$ cat src/hw/rtl/crv_pkg.sv
// Shared constants and types for the calibration record validator.
`default_nettype none
package crv_pkg;

    localparam int unsigned DATA_W = 32;
    localparam int unsigned POS_W  = 4;
    localparam int unsigned ADDR_W = 3;

    localparam logic [DATA_W-1:0] CHK_SEED    = 32'h9E37_79B9;
    localparam logic [DATA_W-1:0] ERASED_WORD = 32'hFFFF_FFFF;
    localparam logic [DATA_W-1:0] MAG_MASK    = 32'h7FFF_FFFF;
    localparam logic [DATA_W-1:0] LIM_ROT     = 32'h4334_0000;
    localparam logic [DATA_W-1:0] LIM_GYRO    = 32'h41A0_0000;
    localparam logic [DATA_W-1:0] LIM_ACCEL   = 32'h3F80_0000;

    localparam logic [POS_W-1:0] POS_MAGIC   = 4'd0;
    localparam logic [POS_W-1:0] POS_VERSION = 4'd1;
    localparam logic [POS_W-1:0] POS_ROT_LO  = 4'd2;
    localparam logic [POS_W-1:0] POS_ROT_HI  = 4'd4;
    localparam logic [POS_W-1:0] POS_GYRO_HI = 4'd7;
    localparam logic [POS_W-1:0] POS_ACC_HI  = 4'd10;
    localparam logic [POS_W-1:0] POS_LAST    = 4'd11;

    localparam logic [DATA_W-1:0] MAGIC_RESET   = 32'd0;
    localparam logic [DATA_W-1:0] VERSION_RESET = 32'd1;

    typedef enum logic [1:0] {
        ST_NOT_CAL = 2'd0,
        ST_VALID   = 2'd1,
        ST_INVALID = 2'd2
    } status_t;

    typedef enum logic {
        REG_MAGIC   = 1'b0,
        REG_VERSION = 1'b1
    } reg_idx_t;

    function automatic logic field_fails(logic [POS_W-1:0] pos, logic [DATA_W-1:0] w);
        logic [DATA_W-1:0] mag;
        logic              fail;
        mag  = w & MAG_MASK;
        fail = 1'b0;
        if (pos >= POS_ROT_LO && pos <= POS_ROT_HI) begin
            fail = mag > LIM_ROT;
        end else if (pos > POS_ROT_HI && pos <= POS_GYRO_HI) begin
            fail = mag > LIM_GYRO;
        end else if (pos > POS_GYRO_HI && pos <= POS_ACC_HI) begin
            fail = mag > LIM_ACCEL;
        end
        return fail;
    endfunction

endpackage
`default_nettype wire

$ cat src/hw/rtl/calibration_record_validator.sv
// Calibration record validator: checks a 12-word record and reports its status.
// The status appears in m_status in the cycle after word eleven is accepted.
// Throughput: one word per cycle; while a status waits in the output register
// with m_ready low, input is held off until the status is taken.
// Reset: synchronous, active low; clears record state, output valid and the
// registers to magic 0 and version 1.
`default_nettype none
module calibration_record_validator
    import crv_pkg::*;
(
    input  wire                aclk,
    input  wire                aresetn,
    input  wire                s_valid,
    output logic               s_ready,
    input  wire  [DATA_W-1:0]  s_word,
    input  wire                s_first,
    output logic               m_valid,
    input  wire                m_ready,
    output logic [1:0]         m_status,
    input  wire                psel,
    input  wire                penable,
    input  wire                pwrite,
    input  wire  [ADDR_W-1:0]  paddr,
    input  wire  [DATA_W-1:0]  pwdata,
    output logic [DATA_W-1:0]  prdata,
    output logic               pready
);

    logic [DATA_W-1:0] magic_reg, version_reg;
    logic [POS_W-1:0]  pos_reg, pos_next, pos_cur;
    logic [DATA_W-1:0] sum_reg, sum_next, sum_cur;
    logic              erased_reg, erased_next, erased_cur;
    logic              lead_zero_reg, lead_zero_next, lead_zero_cur;
    logic              fault_reg, fault_next, fault_cur;
    logic              m_valid_reg;
    status_t           status_reg, status_next;
    logic              accept, last, wr_en;
    reg_idx_t          reg_sel;

    assign pready   = 1'b1;
    assign s_ready  = !m_valid_reg || m_ready;
    assign accept   = s_valid && s_ready;
    assign m_valid  = m_valid_reg;
    assign m_status = status_reg;

    assign reg_sel = reg_idx_t'(paddr[2]);
    assign wr_en   = psel && penable && pwrite;

    always_comb begin
        unique case (reg_sel)
            REG_MAGIC:   prdata = magic_reg;
            REG_VERSION: prdata = version_reg;
            default:     prdata = magic_reg;
        endcase
    end

    always_comb begin
        pos_cur       = s_first ? POS_MAGIC : pos_reg;
        if (pos_cur > POS_LAST) begin
            pos_cur = POS_MAGIC;
        end
        sum_cur       = s_first ? CHK_SEED : sum_reg;
        erased_cur    = s_first ? 1'b1 : erased_reg;
        lead_zero_cur = s_first ? 1'b0 : lead_zero_reg;
        fault_cur     = s_first ? 1'b0 : fault_reg;

        erased_next    = erased_cur && (s_word == ERASED_WORD);
        lead_zero_next = lead_zero_cur;
        fault_next     = fault_cur;
        if (pos_cur == POS_MAGIC) begin
            lead_zero_next = (s_word == '0);
            fault_next     = fault_cur || (s_word != magic_reg);
        end else if (pos_cur == POS_VERSION) begin
            fault_next = fault_cur || (s_word != version_reg);
        end else if (pos_cur < POS_LAST) begin
            fault_next = fault_cur || field_fails(pos_cur, s_word);
        end

        last     = (pos_cur == POS_LAST);
        sum_next = (sum_cur << 5) - sum_cur + s_word;
        pos_next = pos_cur + POS_W'(1);

        priority if (erased_next || lead_zero_next) begin
            status_next = ST_NOT_CAL;
        end else if (fault_next || s_word != sum_cur) begin
            status_next = ST_INVALID;
        end else begin
            status_next = ST_VALID;
        end
    end

    always_ff @(posedge aclk) begin
        if (!aresetn) begin
            magic_reg     <= MAGIC_RESET;
            version_reg   <= VERSION_RESET;
            pos_reg       <= POS_MAGIC;
            sum_reg       <= CHK_SEED;
            erased_reg    <= 1'b1;
            lead_zero_reg <= 1'b0;
            fault_reg     <= 1'b0;
            m_valid_reg   <= 1'b0;
            status_reg    <= ST_NOT_CAL;
        end else begin
            if (wr_en) begin
                unique case (reg_sel)
                    REG_MAGIC:   magic_reg   <= pwdata;
                    REG_VERSION: version_reg <= pwdata;
                    default:     magic_reg   <= magic_reg;
                endcase
            end
            if (m_valid_reg && m_ready) begin
                m_valid_reg <= 1'b0;
            end
            if (accept) begin
                if (last) begin
                    pos_reg       <= POS_MAGIC;
                    sum_reg       <= CHK_SEED;
                    erased_reg    <= 1'b1;
                    lead_zero_reg <= 1'b0;
                    fault_reg     <= 1'b0;
                    m_valid_reg   <= 1'b1;
                    status_reg    <= status_next;
                end else begin
                    pos_reg       <= pos_next;
                    sum_reg       <= sum_next;
                    erased_reg    <= erased_next;
                    lead_zero_reg <= lead_zero_next;
                    fault_reg     <= fault_next;
                end
            end
        end
    end

endmodule
`default_nettype wire

$ cat config.mk
export PLATFORM = sky130hd
export DESIGN_NAME = calibration_record_validator
export DESIGN_NICKNAME = d
export VERILOG_FILES = /design/src/hw/rtl/crv_pkg.sv /design/src/hw/rtl/calibration_record_validator.sv
export SDC_FILE = /design/constraint.sdc
export NUM_CORES = 1
export LEC_CHECK = 0
export ABC_CLOCK_PERIOD_IN_PS = 3900
export BUFFER_PORTS_ARGS = -buffer_cell sky130_fd_sc_hd__buf_2
export CAP_MARGIN = 5
export CORE_MARGIN = 2
export CORE_UTILIZATION = 40
export CTS_BUF_LIST = sky130_fd_sc_hd__clkbuf_16
export DETAILED_ROUTE_END_ITERATION = 16
export SLEW_MARGIN = 15
export SYNTH_ARGS = -nofsm -noshare
export SYNTH_HDL_FRONTEND = slang
export SYNTH_SLANG_ARGS = --single-unit
$ cat constraint.sdc
create_clock -name aclk -period 3.9 [get_ports aclk]
set_input_delay 0.39 -clock aclk [delete_from_list [all_inputs] [get_ports aclk]]
set_output_delay 0.39 -clock aclk [all_outputs]
set_load 0.05 [all_outputs]
# [Word level (Yosys, flattened, before mapping)]
# Index checks and enable logic that the tools add are counted.
[totals] ff_bits=106 in_bits=75 out_inout_bits=37 word_cells=77
[op_classes] add_sub_neg=3 order_cmp=11 eq_ne=6 n_mux=27 bitwise_logic=1 n_reduce_logical=20
[ops] cell="$ne 32x32->1" count=3
[ops] cell="$mux 32" count=2
[ops] cell="$pmux 32 s2" count=1
[ops] cell="$gt 31x31->1 const B" count=2
[ops] cell="$add 32x32->32" count=1
[ops] cell="$eq 32x32->1 const B" count=1
[ops] cell="$logic_not 32->1" count=1
[ops] cell="$sub 32x32->32" count=1
[ops] cell="$gt 31x30->1 const B" count=1
[ops] cell="$mux 1" count=19
[ops] cell="$mux 4" count=3
[ops] cell="$gt 4x3->1 const B" count=2
[ops] cell="$le 4x3->1 const B" count=2
[ops] cell="$logic_and 1x1->1" count=8
[ops] cell="$logic_or 1x1->1" count=6
[ops] cell="$reduce_and 2->1" count=3
[ops] cell="$add 4x1->4 const B" count=1
[ops] cell="$eq 4x1->1 const B" count=1
[ops] cell="$eq 4x4->1 const B" count=1
[ops] cell="$ge 4x2->1 const B" count=1
[ops] cell="$gt 4x4->1 const B" count=1
[ops] cell="$le 4x4->1 const B" count=1
[ops] cell="$logic_not 4->1" count=1
[ops] cell="$lt 4x4->1 const B" count=1
[ops] cell="other kinds (3)" count=4

# [Logic depth before layout (Yosys ltp)]
[depth] word_depth=18 depth_mapped=16 mapped_depth_nobuf=14

# [Least setup slack after synthesis]
# Ideal clock, no wire load.
[synth_timing] path_kind="in2reg" start="input port s_first" end="register sum_reg[21]" setup_ns=0.141 t_arrival_ns=3.869 required_time_ns=3.759 setup_slack_ns=-0.111 path_stages=16 path_cell_list="clkbuf_1 -> clkbuf_1 -> clkbuf_1 -> or2_2 -> ha_1 -> inv_1 -> ha_1 -> fa_1 -> a211oi_2 -> o31ai_1 -> a211oi_2 -> o31ai_2 -> a31o_2 -> a311oi_1 -> mux2i_1 -> o211ai_1"
[synth_between] elab_chain_len=5 elab_cells_between_ends=8
[synth_rtl] element="start: declaration" line="calibration_record_validator.sv:16" rtl="input wire s_first,"
[synth_rtl] element="branches (longest 4 deep; another with $sub 32x32->32)"
[synth_rtl] element="$mux 32 *" line="calibration_record_validator.sv:115" rtl="if (last) begin"
[synth_rtl] element="end signal: assignment" line="calibration_record_validator.sv:125" rtl="sum_reg <= sum_next;"
[synth_rtl] element="end: declaration" line="calibration_record_validator.sv:31" rtl="logic [DATA_W-1:0] sum_reg, sum_next, sum_cur;"
# Every way passes the cells marked *.
# A chain may end at the register's enable or synchronous reset.

# [Final worst setup path]
[layout_timing] start="register sum_reg[1]" end="register sum_reg[21]"
[layout_between] elab_chain_len=4
[layout_rtl] element="$mux 32" line="calibration_record_validator.sv:62" rtl="sum_cur = s_first ? CHK_SEED : sum_reg;"
[layout_rtl] element="$sub 32x32->32" line="calibration_record_validator.sv:80" rtl="sum_next = (sum_cur << 5) - sum_cur + s_word;"
[layout_rtl] element="$add 32x32->32" line="calibration_record_validator.sv:80"
[layout_rtl] element="$mux 32" line="calibration_record_validator.sv:115"
# No other way between the ends.

==> flow_summary.yaml <==
worst_hold_path:
  hp-start: "pwdata[0]"
  hold_path_class: "primary input to flip-flop"
clocking:
  cts_buffers: 9
  cts_root_buffer: "clkbuf_16"
  cts.sinks: 106
  clk_path_buf_depth: 2
  cts.clk_slew.worst_paths_ps: 80
  htree_levels: 3
  holdBufCountCts: 0
  clk_latency_ps: 370
  postCtsSetupBuffers: 0
  cts_tree: "done"
  cts.repair.resized: 0
cells_and_area:
  final_util_pct: 46.67
  final_common_cell: "nand2_1"
  finalNetCount: 1282
  drive_gt1_share_pct: 18.92
  fill_cells: 2081
  multi_input_area_mm2: 0.005637
  areaGrowthSynthToFinish_pct: 14.73
  seq_area_mm2: 0.002122
  mostFrequentLayoutCells: "nand2_1, buf_2, dfxtp_1, a21oi_1, ha_1"
synth:
  yosysUniqueCellTypes: 67
  synth_ff_type: "dfxtp_1"
  synth_area_leaders: "dfxtp_1, ha_1, nand2_1"
  ys_async_sr_fraction_pct: 0
  avgSynthCellArea_um2: 7.982
  synth_top_area_share_pct: 25.86
  synth-seq-cells: 106
  yosysWarnings: 0
  yosys.area.top_type: "dfxtp_1"
  synth_nets: 1189
  synth_area_mm2: 0.008205
  synth_edf_count: 0
  synth_cells: 1028
  ys_seq_area_share_pct: 25.86
detailed_routing:
  drtIter0Drc: 480
  wl_per_cell_um: 18.65
  vias: 7609
  antenna_left: 0
  drc_errors: 0
  avgViaCountPerCell: 5.447
  wl_um: 26050
  drtPass1Iterations: 5
timing:
  hold_viol: 0
  tns_ps: 0
  rsz0062_at_grt: "no"
  setup_ws_ps: 251.5
  setup_viol: 0
  slew_violations: 0
  worst_slew_pin_slew_ps: 1165
  period_needed_ps: 3649
  fin_worst_skew_ps: 6.643
  max_slew_margin_pct: 22.33
  fmax_ghz: 0.2741
  period_share_pct: 93.55
pwr:
  ir_drop_mv: 0.2246
  p_leak_uw: 0.004140
  p_per_area_mw_per_mm2: 454.1
  total_power_uw: 4275
die:
  dieWidth_um: 147.2
  die_h_um: 147.2
  pin_count: 112
  initial_core_util_pct: 40.68
  fp-row-count: 52
  core_area_mm2: 0.02017
  die-area_mm2: 0.02168
global_routing:
  gr-total-overflow: 0
  antenna_found_initial: 1
  grt_max_degree: 79
  grt_pass1_wl_um: 40300
  grt_pass1_vias: 7321
  grt_usage_pct: 24.01
worst_setup_path:
  crit_buf_inv: 1
  r2r_end: "sum_reg[21]$_SDFFE_PN1P_"
  cp-end-kind: "flip-flop"
  cp_top_family: "compound AO/OA/AOI/OAI gates"
  reg2reg_depth: 13
  cp_cell_sequence: "nor2b_1 > inv_1 > ha_1 > ha_1 > fa_1 > a211oi_2 > o31ai_1 > a211oi_2 > o31ai_2 > a31o_2 > a311oi_1 > mux2i_1 > o211ai_1"
  crit_end: "sum_reg[21]$_SDFFE_PN1P_"
  crit_required_ps: 4090
  startpoint: "sum_reg[1]$_SDFFE_PN0P_"
  worst_ep_arrival_time_ps: 3840
  path_class: "flip-flop to flip-flop"
  max_stage_delay_ps: 420
  regToRegStartpoint: "sum_reg[1]$_SDFFE_PN0P_"
  reg2reg_slack_ps: 250
  critPathLaunchType: "flip-flop"
  path_max_fanout: 4
  cp.depth: 13
  cpMaxStageDelayCell: "fa_1"
outcome:
  status: "completed"
place:
  port_buffers: 108
  gp_congestion: 0.8560
  pre_cts_slack_ps: 104.9
  hpwl_um: 19870
job:
  cap_viol_max_count: 0
kinds of logic (layout without fill, tap and decap cells):
family	after synthesis	in the layout	synth area share [%]
AOI/OAI and AO/OA	237	237	18.70
xor gates and xnor gates	99	99	10.57
adders and majority gates	86	86	14.67
buffers and inverters	114	212	5.596
DFF	106	106	25.86
muxes	36	36	4.895
other	1	2	0.04570
and+or+nand+nor	349	349	19.67
through the flow:
| stage | cell area (um^2) | hold slack, ps | std cells |
|---|---|---|---|
| after detailed placement | 9087 | 446.9 | 1380 |
| after CTS | 9412 | 253.8 | 1396 |
| after global placement | 9087 | 441.3 | 1380 |
| after floorplan | 8208 | 427.3 | 1028 |
| final | 9414 | 260.1 | 1397 |
| after global routing | 9414 | 265.6 | 1397 |
area by class of cell:
| cell class | instances | share of cell area [%] |
|---|---|---|
| well taps | 270 | 3.589 |
| diodes | 1 | 0.02658 |
| clock inverters | 7 | 1.050 |
| clock buffers | 9 | 2.392 |
| multi-input cells | 808 | 59.88 |
| flip-flops and latches | 106 | 22.54 |
| inverters | 56 | 2.233 |
| repair buffers | 140 | 8.293 |
worst reg2reg max path, stage by stage, from the launching register on:
cell      delay [ps]
dfxtp_1          340
nor2b_1          170
inv_1             60
ha_1             290
ha_1             250
fa_1             420
a211oi_2         310
o31ai_1          160
a211oi_2         340
o31ai_2          160
a31o_2           320
a311oi_1         340
mux2i_1          230
o211ai_1          90
routing by layer:
layer / wire [um] / share of wire (%) / global-route usage [%] / vias to the layer above
met2: 12240 / 47 / 39.81 / 253
li1: - / - / - / 3764
met1: 11910 / 46 / 32.57 / 3559
met3: 1350 / 5.2 / 3.137 / 33
met4: 549 / 2.1 / 7.500 / 0
met5: 0 / 0 / 0 / -
power breakdown:
group	leakage, uW	total [uW]	switching [uW]	internal, uW
logic	0.00312	1990	1150	841
clock network	0.000154	1020	499	519
registers	0.000866	1270	80.0	1190
total	0.00414	4270	1720	2550
cells in the mapped netlist (3+ instances only):
cell type,number
and2_1,5
a22oi_1,3
a211oi_1,6
or2_2,10
o21a_1,4
a41oi_1,3
ha_1,69
nand2b_1,5
clkbuf_1,47
nand4_1,27
xnor2_1,46
nor2b_1,8
nand3b_1,3
nor3b_1,3
a31o_2,3
and3_1,4
a32o_1,5
mux2i_1,3
o21bai_1,5
or4_1,4
a2111oi_0,3
nand2_1,178
nor3_1,13
o31ai_1,3
a21o_1,23
o21ai_0,28
nor4_1,17
nand3_1,20
inv_1,55
fa_1,17
nor2_1,45
a22o_1,3
dfxtp_1,106
xor2_1,53
o211ai_1,16
buf_6,3
a21oi_1,101
mux2_2,33
a31oi_1,6
buf_1,5
a211o_1,4
how the worst min path moves through the flow:
| stage | to | cells past startpoint |
|---|---|---|
| 2_1_floorplan | sum_reg[1]$_SDFFE_PN0P_ | 2 |
| 3_3_place_gp | m_status[1]$_SDFFE_PN0P_ | 2 |
| 3_5_place_dp | m_status[1]$_SDFFE_PN0P_ | 2 |
| 4_1_cts | version_reg[0]$_SDFFE_PN1P_ | 3 |
| 5_1_grt | magic_reg[14]$_SDFFE_PN0P_ | 3 |
| 6_report | version_reg[0]$_SDFFE_PN1P_ | 3 |
Note: power is estimated with default switching activity, not from simulation.
